--- src/design/complex_dot_product_conj_top_macros.svh ---
// ----------------------------------------------------------------------------
// complex_dot_product_conj_top_macros
// assertion helpers used by the dot product queue
// ----------------------------------------------------------------------------
`ifndef COMPLEX_DOT_PRODUCT_CONJ_TOP_MACROS_SVH
`define COMPLEX_DOT_PRODUCT_CONJ_TOP_MACROS_SVH

// property checked on every rising clock edge outside reset
`define CDP_ASSERT(lbl, prop, msg) \
  lbl: assert property (@(posedge clk) disable iff (!rst_n) prop) else $error(msg);

// condition that must never be seen outside reset
`define CDP_ASSERT_NEVER(lbl, cond, msg) \
  `CDP_ASSERT(lbl, !(cond), msg)

`endif

--- src/design/cdp_pkg.sv ---
// ----------------------------------------------------------------------------
// cdp_pkg
// shared types and constants of the complex dot product block
// ----------------------------------------------------------------------------
`default_nettype none

package cdp_pkg;

  // default widths
  localparam int SAMPLE_BITS_DEF = 16;
  localparam int ACC_BITS_DEF    = 48;

  // queue between front and back
  localparam int QUEUE_DEPTH = 4;

  // register port
  localparam int CFG_DATA_W = 32;
  localparam int CFG_ADDR_W = 3;
  localparam int CFG_IDX_W  = CFG_ADDR_W - 2;

  // register indexes
  localparam logic [CFG_IDX_W-1:0] REG_CONJ_X = 1'd0;
  localparam logic [CFG_IDX_W-1:0] REG_CONJ_Y = 1'd1;

  // per beat control tag carried through the queue
  typedef struct packed {
    logic last;
    logic no_element;
  } cdp_tag_t;

endpackage

`default_nettype wire

--- src/design/cdp_queue.sv ---
// ----------------------------------------------------------------------------
// cdp_queue
// short register queue between the front and back parts
// ----------------------------------------------------------------------------
`default_nettype none

`include "complex_dot_product_conj_top_macros.svh"

module cdp_queue
  import cdp_pkg::*;
#(
  parameter int WIDTH = 8,
  parameter int DEPTH = QUEUE_DEPTH
) (
  input  wire logic             clk,
  input  wire logic             rst_n,
  input  wire logic             push,
  input  wire logic [WIDTH-1:0] push_data,
  output logic                  full,
  input  wire logic             pop,
  output logic [WIDTH-1:0]      pop_data,
  output logic                  not_empty
);

  localparam int PTR_W = (DEPTH > 1) ? $clog2(DEPTH) : 1;
  localparam int CNT_W = $clog2(DEPTH + 1);

  logic [WIDTH-1:0] mem_r [DEPTH];
  logic [PTR_W-1:0] wr_ptr_r, wr_ptr_nxt;
  logic [PTR_W-1:0] rd_ptr_r, rd_ptr_nxt;
  logic [CNT_W-1:0] cnt_r, cnt_nxt;

  assign full      = (cnt_r == CNT_W'(DEPTH));
  assign not_empty = (cnt_r != '0);
  assign pop_data  = mem_r[rd_ptr_r];

  // pointer and fill count update
  always_comb begin
    wr_ptr_nxt = wr_ptr_r;
    rd_ptr_nxt = rd_ptr_r;
    cnt_nxt    = cnt_r;
    if (push) begin
      wr_ptr_nxt = (wr_ptr_r == PTR_W'(DEPTH - 1)) ? '0 : wr_ptr_r + 1'b1;
    end
    if (pop) begin
      rd_ptr_nxt = (rd_ptr_r == PTR_W'(DEPTH - 1)) ? '0 : rd_ptr_r + 1'b1;
    end
    if (push && !pop) begin
      cnt_nxt = cnt_r + 1'b1;
    end else if (pop && !push) begin
      cnt_nxt = cnt_r - 1'b1;
    end
  end

  always_ff @(posedge clk) begin
    if (!rst_n) begin
      wr_ptr_r <= '0;
      rd_ptr_r <= '0;
      cnt_r    <= '0;
    end else begin
      wr_ptr_r <= wr_ptr_nxt;
      rd_ptr_r <= rd_ptr_nxt;
      cnt_r    <= cnt_nxt;
    end
  end

  // entry storage
  always_ff @(posedge clk) begin
    if (push) begin
      mem_r[wr_ptr_r] <= push_data;
    end
  end

  // queue checks
  `CDP_ASSERT_NEVER(a_push_when_full, push && full, "queue push while full")
  `CDP_ASSERT_NEVER(a_pop_when_empty, pop && !not_empty, "queue pop while empty")
  `CDP_ASSERT(a_count_up, (push && !pop) |=> (cnt_r == $past(cnt_r) + 1'b1), "count not raised")
  `CDP_ASSERT(a_count_hold, (!push && !pop) |=> $stable(cnt_r), "count moved while idle")

endmodule

`default_nettype wire

--- src/design/cdp_front.sv ---
// ----------------------------------------------------------------------------
// cdp_front
// register port, input acceptance and operand conjugation
// ----------------------------------------------------------------------------
`default_nettype none

module cdp_front
  import cdp_pkg::*;
#(
  parameter int SAMPLE_BITS = SAMPLE_BITS_DEF,
  parameter int IN_DATA_W   = ((4 * SAMPLE_BITS + 7) / 8) * 8,
  parameter int ENTRY_W     = 4 * SAMPLE_BITS + 2 + $bits(cdp_tag_t)
) (
  input  wire logic                  clk,
  input  wire logic                  rst_n,
  // register port
  input  wire logic                  cfg_psel,
  input  wire logic                  cfg_penable,
  input  wire logic                  cfg_pwrite,
  input  wire logic [CFG_ADDR_W-1:0] cfg_paddr,
  input  wire logic [CFG_DATA_W-1:0] cfg_pwdata,
  output logic      [CFG_DATA_W-1:0] cfg_prdata,
  output logic                       cfg_pready,
  // input stream
  input  wire logic                  in_tvalid,
  output logic                       in_tready,
  input  wire logic [IN_DATA_W-1:0]  in_tdata,
  input  wire logic                  in_tuser,
  input  wire logic                  in_tlast,
  // queue write side
  output logic                       q_push,
  output logic      [ENTRY_W-1:0]    q_data,
  input  wire logic                  q_full
);

  localparam int SB = SAMPLE_BITS;

  logic conj_x_r, conj_x_nxt;
  logic conj_y_r, conj_y_nxt;
  logic cfg_wr;
  logic [CFG_IDX_W-1:0] cfg_idx;

  logic signed [SB-1:0] xr, xi, yr, yi;
  logic signed [SB:0]   xi_c, yi_c;
  cdp_tag_t             tag;

  // register writes
  assign cfg_pready = 1'b1;
  assign cfg_wr     = cfg_psel && cfg_penable && cfg_pwrite && cfg_pready;
  assign cfg_idx    = cfg_paddr[CFG_ADDR_W-1:2];

  always_comb begin
    conj_x_nxt = conj_x_r;
    conj_y_nxt = conj_y_r;
    if (cfg_wr) begin
      case (cfg_idx)
        REG_CONJ_X: conj_x_nxt = cfg_pwdata[0];
        REG_CONJ_Y: conj_y_nxt = cfg_pwdata[0];
        default: ;
      endcase
    end
  end

  always_ff @(posedge clk) begin
    if (!rst_n) begin
      conj_x_r <= 1'b0;
      conj_y_r <= 1'b0;
    end else begin
      conj_x_r <= conj_x_nxt;
      conj_y_r <= conj_y_nxt;
    end
  end

  // register reads
  always_comb begin
    case (cfg_idx)
      REG_CONJ_X: cfg_prdata = CFG_DATA_W'(conj_x_r);
      REG_CONJ_Y: cfg_prdata = CFG_DATA_W'(conj_y_r);
      default:    cfg_prdata = '0;
    endcase
  end

  // unpack samples
  assign xr = in_tdata[0*SB +: SB];
  assign xi = in_tdata[1*SB +: SB];
  assign yr = in_tdata[2*SB +: SB];
  assign yi = in_tdata[3*SB +: SB];

  // conjugation, one bit wider so the most negative sample negates exactly
  assign xi_c = conj_x_r ? -((SB+1)'(xi)) : (SB+1)'(xi);
  assign yi_c = conj_y_r ? -((SB+1)'(yi)) : (SB+1)'(yi);

  assign tag.last       = in_tlast;
  assign tag.no_element = in_tuser;

  // queue write
  assign in_tready = !q_full;
  assign q_push    = in_tvalid && in_tready;
  assign q_data    = {tag, yi_c, yr, xi_c, xr};

endmodule

`default_nettype wire

--- src/design/cdp_back.sv ---
// ----------------------------------------------------------------------------
// cdp_back
// complex multiply, saturating accumulation and result register
// ----------------------------------------------------------------------------
`default_nettype none

module cdp_back
  import cdp_pkg::*;
#(
  parameter int SAMPLE_BITS = SAMPLE_BITS_DEF,
  parameter int ACC_BITS    = ACC_BITS_DEF,
  parameter int OUT_DATA_W  = ((2 * ACC_BITS + 7) / 8) * 8,
  parameter int ENTRY_W     = 4 * SAMPLE_BITS + 2 + $bits(cdp_tag_t)
) (
  input  wire logic                  clk,
  input  wire logic                  rst_n,
  // queue read side
  input  wire logic                  q_not_empty,
  input  wire logic [ENTRY_W-1:0]    q_data,
  output logic                       q_pop,
  // result stream
  output logic                       out_tvalid,
  input  wire logic                  out_tready,
  output logic      [OUT_DATA_W-1:0] out_tdata,
  output logic                       out_tuser
);

  localparam int SB     = SAMPLE_BITS;
  localparam int OPW    = SB + 1;
  localparam int PROD_W = 2 * OPW;
  localparam int TERM_W = PROD_W + 1;
  localparam int SUM_W  = ((ACC_BITS > TERM_W) ? ACC_BITS : TERM_W) + 1;
  localparam logic signed [ACC_BITS-1:0] ACC_MAX = {1'b0, {(ACC_BITS-1){1'b1}}};
  localparam logic signed [ACC_BITS-1:0] ACC_MIN = {1'b1, {(ACC_BITS-1){1'b0}}};

  // queue entry fields
  logic signed [SB-1:0]  ar_q, br_q;
  logic signed [OPW-1:0] ai_q, bi_q, ar_e, br_e;
  cdp_tag_t              tag_q;

  assign ar_q  = q_data[0 +: SB];
  assign ai_q  = q_data[SB +: OPW];
  assign br_q  = q_data[SB + OPW +: SB];
  assign bi_q  = q_data[2*SB + OPW +: OPW];
  assign tag_q = q_data[2*SB + 2*OPW +: $bits(cdp_tag_t)];
  assign ar_e  = OPW'(ar_q);
  assign br_e  = OPW'(br_q);

  // product stage
  logic                     p_v_r, p_v_nxt;
  cdp_tag_t                 p_tag_r;
  logic signed [PROD_W-1:0] p_rr_r, p_ii_r, p_ri_r, p_ir_r;

  // accumulator state
  logic signed [ACC_BITS-1:0] acc_re_r, acc_re_nxt;
  logic signed [ACC_BITS-1:0] acc_im_r, acc_im_nxt;
  logic                       sat_r, sat_nxt;

  // result register
  logic                       out_v_r, out_v_nxt;
  logic signed [ACC_BITS-1:0] res_re_r, res_im_r;
  logic                       res_ovf_r;

  logic adv, fire;
  logic signed [TERM_W-1:0]   term_re, term_im;
  logic signed [SUM_W-1:0]    sum_re, sum_im;
  logic                       fit_re, fit_im;
  logic signed [ACC_BITS-1:0] new_re, new_im;
  logic                       new_sat;

  // whole back part holds only when a last beat meets a full result register
  assign adv   = !(p_v_r && p_tag_r.last && out_v_r && !out_tready);
  assign fire  = p_v_r && adv;
  assign q_pop = q_not_empty && adv;

  always_comb begin
    p_v_nxt = p_v_r;
    if (adv) begin
      p_v_nxt = q_not_empty;
    end
  end

  always_ff @(posedge clk) begin
    if (!rst_n) begin
      p_v_r <= 1'b0;
    end else begin
      p_v_r <= p_v_nxt;
    end
  end

  // four real products of the complex multiply
  always_ff @(posedge clk) begin
    if (q_pop) begin
      p_tag_r <= tag_q;
      p_rr_r  <= ar_e * br_e;
      p_ii_r  <= ai_q * bi_q;
      p_ri_r  <= ar_e * bi_q;
      p_ir_r  <= ai_q * br_e;
    end
  end

  // exact sums, then one clamp to the accumulator range
  assign term_re = TERM_W'(p_rr_r) - TERM_W'(p_ii_r);
  assign term_im = TERM_W'(p_ri_r) + TERM_W'(p_ir_r);
  assign sum_re  = SUM_W'(acc_re_r) + SUM_W'(term_re);
  assign sum_im  = SUM_W'(acc_im_r) + SUM_W'(term_im);
  assign fit_re  = (&sum_re[SUM_W-1:ACC_BITS-1]) || !(|sum_re[SUM_W-1:ACC_BITS-1]);
  assign fit_im  = (&sum_im[SUM_W-1:ACC_BITS-1]) || !(|sum_im[SUM_W-1:ACC_BITS-1]);

  always_comb begin
    new_re  = acc_re_r;
    new_im  = acc_im_r;
    new_sat = sat_r;
    if (!p_tag_r.no_element) begin
      new_re  = fit_re ? sum_re[ACC_BITS-1:0] : (sum_re[SUM_W-1] ? ACC_MIN : ACC_MAX);
      new_im  = fit_im ? sum_im[ACC_BITS-1:0] : (sum_im[SUM_W-1] ? ACC_MIN : ACC_MAX);
      new_sat = sat_r || !fit_re || !fit_im;
    end
  end

  // accumulator update, cleared after a last beat
  always_comb begin
    acc_re_nxt = acc_re_r;
    acc_im_nxt = acc_im_r;
    sat_nxt    = sat_r;
    if (fire) begin
      if (p_tag_r.last) begin
        acc_re_nxt = '0;
        acc_im_nxt = '0;
        sat_nxt    = 1'b0;
      end else begin
        acc_re_nxt = new_re;
        acc_im_nxt = new_im;
        sat_nxt    = new_sat;
      end
    end
  end

  always_ff @(posedge clk) begin
    if (!rst_n) begin
      acc_re_r <= '0;
      acc_im_r <= '0;
      sat_r    <= 1'b0;
    end else begin
      acc_re_r <= acc_re_nxt;
      acc_im_r <= acc_im_nxt;
      sat_r    <= sat_nxt;
    end
  end

  // result register
  always_comb begin
    out_v_nxt = out_v_r;
    if (fire && p_tag_r.last) begin
      out_v_nxt = 1'b1;
    end else if (out_tready) begin
      out_v_nxt = 1'b0;
    end
  end

  always_ff @(posedge clk) begin
    if (!rst_n) begin
      out_v_r <= 1'b0;
    end else begin
      out_v_r <= out_v_nxt;
    end
  end

  always_ff @(posedge clk) begin
    if (fire && p_tag_r.last) begin
      res_re_r  <= new_re;
      res_im_r  <= new_im;
      res_ovf_r <= new_sat;
    end
  end

  assign out_tvalid = out_v_r;
  assign out_tdata  = OUT_DATA_W'({res_im_r, res_re_r});
  assign out_tuser  = res_ovf_r;

endmodule

`default_nettype wire

--- src/design/complex_dot_product_conj_top.sv ---
// path: a last beat passes through the queue, the product stage register and the result register to out_tvalid
// throughput: one element pair per cycle through the single complex multiply-accumulate stage, while not held
// a result stalled on the output holds the back part only once the next last beat reaches it
// reset: synchronous active-low rst_n clears sums, overflow flag, conj bits and all valids
// ----------------------------------------------------------------------------
// complex_dot_product_conj_top
// streaming complex dot product with optional conjugation of either operand
// ----------------------------------------------------------------------------
`default_nettype none

module complex_dot_product_conj_top
  import cdp_pkg::*;
#(
  parameter int SAMPLE_BITS = SAMPLE_BITS_DEF,
  parameter int ACC_BITS    = ACC_BITS_DEF,
  parameter int IN_DATA_W   = ((4 * SAMPLE_BITS + 7) / 8) * 8,
  parameter int OUT_DATA_W  = ((2 * ACC_BITS + 7) / 8) * 8
) (
  input  wire logic                  clk,
  input  wire logic                  rst_n,
  // register port
  input  wire logic                  cfg_psel,
  input  wire logic                  cfg_penable,
  input  wire logic                  cfg_pwrite,
  input  wire logic [CFG_ADDR_W-1:0] cfg_paddr,
  input  wire logic [CFG_DATA_W-1:0] cfg_pwdata,
  output logic      [CFG_DATA_W-1:0] cfg_prdata,
  output logic                       cfg_pready,
  // input stream
  input  wire logic                  in_tvalid,
  output logic                       in_tready,
  input  wire logic [IN_DATA_W-1:0]  in_tdata,   // x_real, x_imag, y_real, y_imag
  input  wire logic                  in_tuser,   // no_element
  input  wire logic                  in_tlast,
  // result stream
  output logic                       out_tvalid,
  input  wire logic                  out_tready,
  output logic      [OUT_DATA_W-1:0] out_tdata,  // dot_real, dot_imag
  output logic                       out_tuser   // overflow
);

  localparam int ENTRY_W = 4 * SAMPLE_BITS + 2 + $bits(cdp_tag_t);

  logic               q_push, q_pop, q_full, q_not_empty;
  logic [ENTRY_W-1:0] q_wdata, q_rdata;

  // accept and conjugate
  cdp_front #(
    .SAMPLE_BITS (SAMPLE_BITS),
    .IN_DATA_W   (IN_DATA_W),
    .ENTRY_W     (ENTRY_W)
  ) u_front (
    .clk         (clk),
    .rst_n       (rst_n),
    .cfg_psel    (cfg_psel),
    .cfg_penable (cfg_penable),
    .cfg_pwrite  (cfg_pwrite),
    .cfg_paddr   (cfg_paddr),
    .cfg_pwdata  (cfg_pwdata),
    .cfg_prdata  (cfg_prdata),
    .cfg_pready  (cfg_pready),
    .in_tvalid   (in_tvalid),
    .in_tready   (in_tready),
    .in_tdata    (in_tdata),
    .in_tuser    (in_tuser),
    .in_tlast    (in_tlast),
    .q_push      (q_push),
    .q_data      (q_wdata),
    .q_full      (q_full)
  );

  // decoupling queue
  cdp_queue #(
    .WIDTH (ENTRY_W),
    .DEPTH (QUEUE_DEPTH)
  ) u_queue (
    .clk       (clk),
    .rst_n     (rst_n),
    .push      (q_push),
    .push_data (q_wdata),
    .full      (q_full),
    .pop       (q_pop),
    .pop_data  (q_rdata),
    .not_empty (q_not_empty)
  );

  // multiply, accumulate, emit
  cdp_back #(
    .SAMPLE_BITS (SAMPLE_BITS),
    .ACC_BITS    (ACC_BITS),
    .OUT_DATA_W  (OUT_DATA_W),
    .ENTRY_W     (ENTRY_W)
  ) u_back (
    .clk         (clk),
    .rst_n       (rst_n),
    .q_not_empty (q_not_empty),
    .q_data      (q_rdata),
    .q_pop       (q_pop),
    .out_tvalid  (out_tvalid),
    .out_tready  (out_tready),
    .out_tdata   (out_tdata),
    .out_tuser   (out_tuser)
  );

endmodule

`default_nettype wire
--- config.mk ---
export PLATFORM = sky130hd
export DESIGN_NAME = complex_dot_product_conj_top
export DESIGN_NICKNAME = d
export VERILOG_FILES = /design/src/design/cdp_pkg.sv /design/src/design/cdp_queue.sv /design/src/design/cdp_front.sv /design/src/design/cdp_back.sv /design/src/design/complex_dot_product_conj_top.sv
export VERILOG_INCLUDE_DIRS = /design/src /design/src/design
export SDC_FILE = /design/constraint.sdc
export NUM_CORES = 2
export LEC_CHECK = 0
export ABC_AREA = 0
export ABC_CLOCK_PERIOD_IN_PS = 14350
export BUFFER_PORTS_ARGS = -buffer_cell sky130_fd_sc_hd__buf_2
export CORE_MARGIN = 5
export CORE_UTILIZATION = 60
export DETAILED_ROUTE_END_ITERATION = 12
export GPL_TIMING_DRIVEN = 0
export PLACE_DENSITY = 0.85
export SYNTH_ARGS = -nofsm -noshare
export SYNTH_HDL_FRONTEND = slang
export SYNTH_SLANG_ARGS = --single-unit
export TNS_END_PERCENT = 5
--- constraint.sdc ---
create_clock -name clk -period 14.35 [get_ports clk]
set_input_delay 2.87 -clock clk [delete_from_list [all_inputs] [get_ports clk]]
set_output_delay 2.87 -clock clk [all_outputs]
set_load 0.01 [all_outputs]
==> flow_summary.json <==
{
  "postSynth.asyncResetShare_pct": 0,
  "hold_viol": 0,
  "grt_overflow": 0,
  "cts_buffer_depth": 3,
  "synth_area_leader_cell": "fa_1",
  "endpoint": "u_back.p_rr_r[28]",
  "worstMarginPinSlew_ns": 1.66,
  "initial_utilization_pct": 60.6,
  "holdBufCountCts": 0,
  "tritoncts": "built",
  "grt.total_usage_pct": 39.3,
  "synth_simple_gate_area_share_pct": 10.6,
  "clock_latency_ns": 0.70,
  "synth_cell_type_count": 88,
  "coreArea_sq_um": 120000,
  "layout.nets": 9513,
  "die_area_sq_um": 128000,
  "clk_pin_slew_ns": 0.06,
  "area_growth_pct": 8.03,
  "antenna_found_initial": 12,
  "place.gp.congestion": 1.11,
  "postSynthAreaPerCell_sq_um": 9.74,
  "postCtsSetupBuffers": 0,
  "vias_per_cell": 6.09,
  "r2r_cells": 29,
  "arrival_ns": 12.14,
  "fin_crit_ns": 11.71,
  "grt_pass1_wl_um": 368000,
  "max_freq_mhz": 85.4,
  "failed_checks": "max-capacitance violations, max-slew violations",
  "r2r_setup_slack_ns": 2.64,
  "synth_fa_ha_area_share_pct": 40.3,
  "yosysSeqAreaShare_pct": 23.8,
  "drt_iter0_markers": 6308,
  "ys_top_cells_by_count": "inv_1 (1431), fa_1 (1161), nand2_1 (796), nor2_1 (765), edfxtp_1 (503)",
  "fin_ws_ns": 2.64,
  "pre_cts_slack_ns": 3.11,
  "synthCells": 7470,
  "clock_skew_ns": 0.0450,
  "ant_nets": 0,
  "start_kind": "register",
  "rsz0062_at_grt": "no",
  "hp-class": "register to register",
  "yosysWarnings": 0,
  "outcome": "finished, violations left",
  "avgRoutedWirePerCell_um": 26.5,
  "drcViolationCount": 0,
  "cp_max_fo": 10,
  "synth_flop_cell": "edfxtp_1",
  "synthTopCellsByArea": "fa_1 (32%), edfxtp_1 (21%), ha_1 (8.1%)",
  "syn_area_sq_um": 72700,
  "maxCapViolCount": 5,
  "io_pins": 240,
  "synth_xor_area_share_pct": 3.50,
  "numCtsBuffers": 70,
  "setup_viol": 0,
  "timing.rr.end": "u_back.p_rr_r[28]",
  "period_share_pct": 81.6,
  "slew_headroom_pct": -11.4,
  "yosysTopAreaCellShare_pct": 31.9,
  "grt_max_degree": 54,
  "h-tree-depth": 3,
  "totalWireLength_um": 250000,
  "port_buffers": 173,
  "cp_common_cell": "fa_1",
  "maxSlewViolCount": 24,
  "ctsResizeCount": 0,
  "dp_hpwl_um": 203000,
  "cp-end-kind": "register",
  "clock-sinks": 613,
  "die_w_um": 358,
  "die_h_um": 358,
  "num_rows": 127,
  "synth_top_family_by_area": "adder cells",
  "slowest_stage": "clkbuf_1",
  "layout-drive-gt1-share_pct": 6.49,
  "cp_slowest_stage_delay_ns": 0.88,
  "yosysMostFrequentCell": "inv_1",
  "worst-setup-path-type": "register to register",
  "vias": 57500,
  "ys_seq_elements": 613,
  "synth_compound_area_share_pct": 10.0,
  "grt_pass1_vias": 59200,
  "crit_required_ns": 14.78,
  "cts_root_buffer": "clkbuf_16",
  "muxShareOfSynthArea_pct": 2.42,
  "synth-edff-count": 503,
  "dr.pass1.iters": 7
}
per-stage QoR:
stage          cells  TNS [ns]  hold slack, ns  utilization (%)  area [sq um]
4_1_cts         9433         0           0.452             65.4         78500
3_5_place_dp    9308         0           0.439             63.5         76300
2_1_floorplan   7500         0           0.419                -         72900
3_3_place_gp    9285     -7.27           0.431             63.0         75700
6_report        9444         0           0.450             65.4         78600
5_1_grt         9438         0           0.461             65.4         78600
how the worst min path moves through the flow:
| stage | start | to | cells after the start |
|---|---|---|---|
| after floorplan | u_back.sat_r | u_back.sat_r | 2 |
| final | u_back.sat_r | u_back.sat_r | 2 |
| after global routing | u_back.acc_re_r[36] | u_back.acc_re_r[36] | 1 |
| after CTS | u_back.sat_r | u_back.sat_r | 2 |
| after global placement | u_back.sat_r | u_back.sat_r | 2 |
| after detailed placement | u_back.sat_r | u_back.sat_r | 2 |
area by class of cell:
class | instances | area (sq um)
fillers | 9500 | 41500
well taps | 1612 | 2020
plain buffers | 343 | 1450
multi-input cells | 5112 | 48800
clock inverters | 33 | 398
repair buffers | 199 | 1290
flip-flops and latches | 613 | 17300
clock buffers | 92 | 1890
inverters | 1432 | 5380
diodes | 8 | 20.0
critical path, delay by kind of cell, from the launching register on:
family / cells / cell delay [ns]
buffers and inverters: 8 / 3.58
adder cells (fa/ha/maj): 7 / 3.07
AND/OR/NAND/NOR: 3 / 0.48
XOR/XNOR: 1 / 0.26
flip-flops: 1 / 0.31
AO/OA/AOI/OAI: 9 / 3.26
multiplexers: 1 / 0.47
cell families (layout without fill, tap and decap cells):
logic type	count (synthesis)	in the layout
buffers and inverters	1775	2099
AOI/OAI and AO/OA	1117	1117
DFF	613	613
xor gates and xnor gates	291	291
other	2	40
muxes	160	160
and+or+nand+nor	1865	1865
adders and majority gates	1647	1647
flip-flops by register name, summed over array words and instances (netlist names), named ones only:
register           cells
u_back.res_re_r       48
u_front.conj_x_r       1
u_back.p_ri_r         33
u_back.p_tag_r         2
u_back.acc_re_r       48
u_queue.wr_ptr_r       2
u_back.p_rr_r         32
u_back.p_ir_r         33
u_back.out_tvalid      1
u_back.p_v_r           1
u_back.sat_r           1
u_back.res_im_r       48
u_queue.mem_r        272
u_back.out_tuser       1
u_queue.rd_ptr_r       2
u_queue.cnt_r          3
u_back.p_ii_r         34
u_back.acc_im_r       48
u_front.conj_y_r       1
metal layers:
metal  part of all wire [%]  GRT usage [%]
met2                     44           61.1
met1                     35           48.4
met5                  0.022              0
met3                     12           10.4
met4                    8.8           27.0
cell usage in the layout (no fill, tap or decap), types with 57 or more instances in the layout:
| cell | count |
|---|---|
| mux2_2 | 85 |
| ha_1 | 473 |
| o21ai_0 | 221 |
| clkbuf_16 | 72 |
| nand2_1 | 796 |
| clkbuf_1 | 292 |
| xor2_1 | 57 |
| a21oi_1 | 261 |
| buf_2 | 188 |
| inv_1 | 1431 |
| a21o_1 | 133 |
| mux2i_1 | 71 |
| dfxtp_1 | 110 |
| nor2_1 | 764 |
| edfxtp_1 | 503 |
| fa_1 | 1161 |
| o21a_1 | 98 |
| xnor2_1 | 234 |
Power is left out: the tool's default activity adds up to more than one toggle a clock period on the data nets, which glitch-free logic cannot reach.
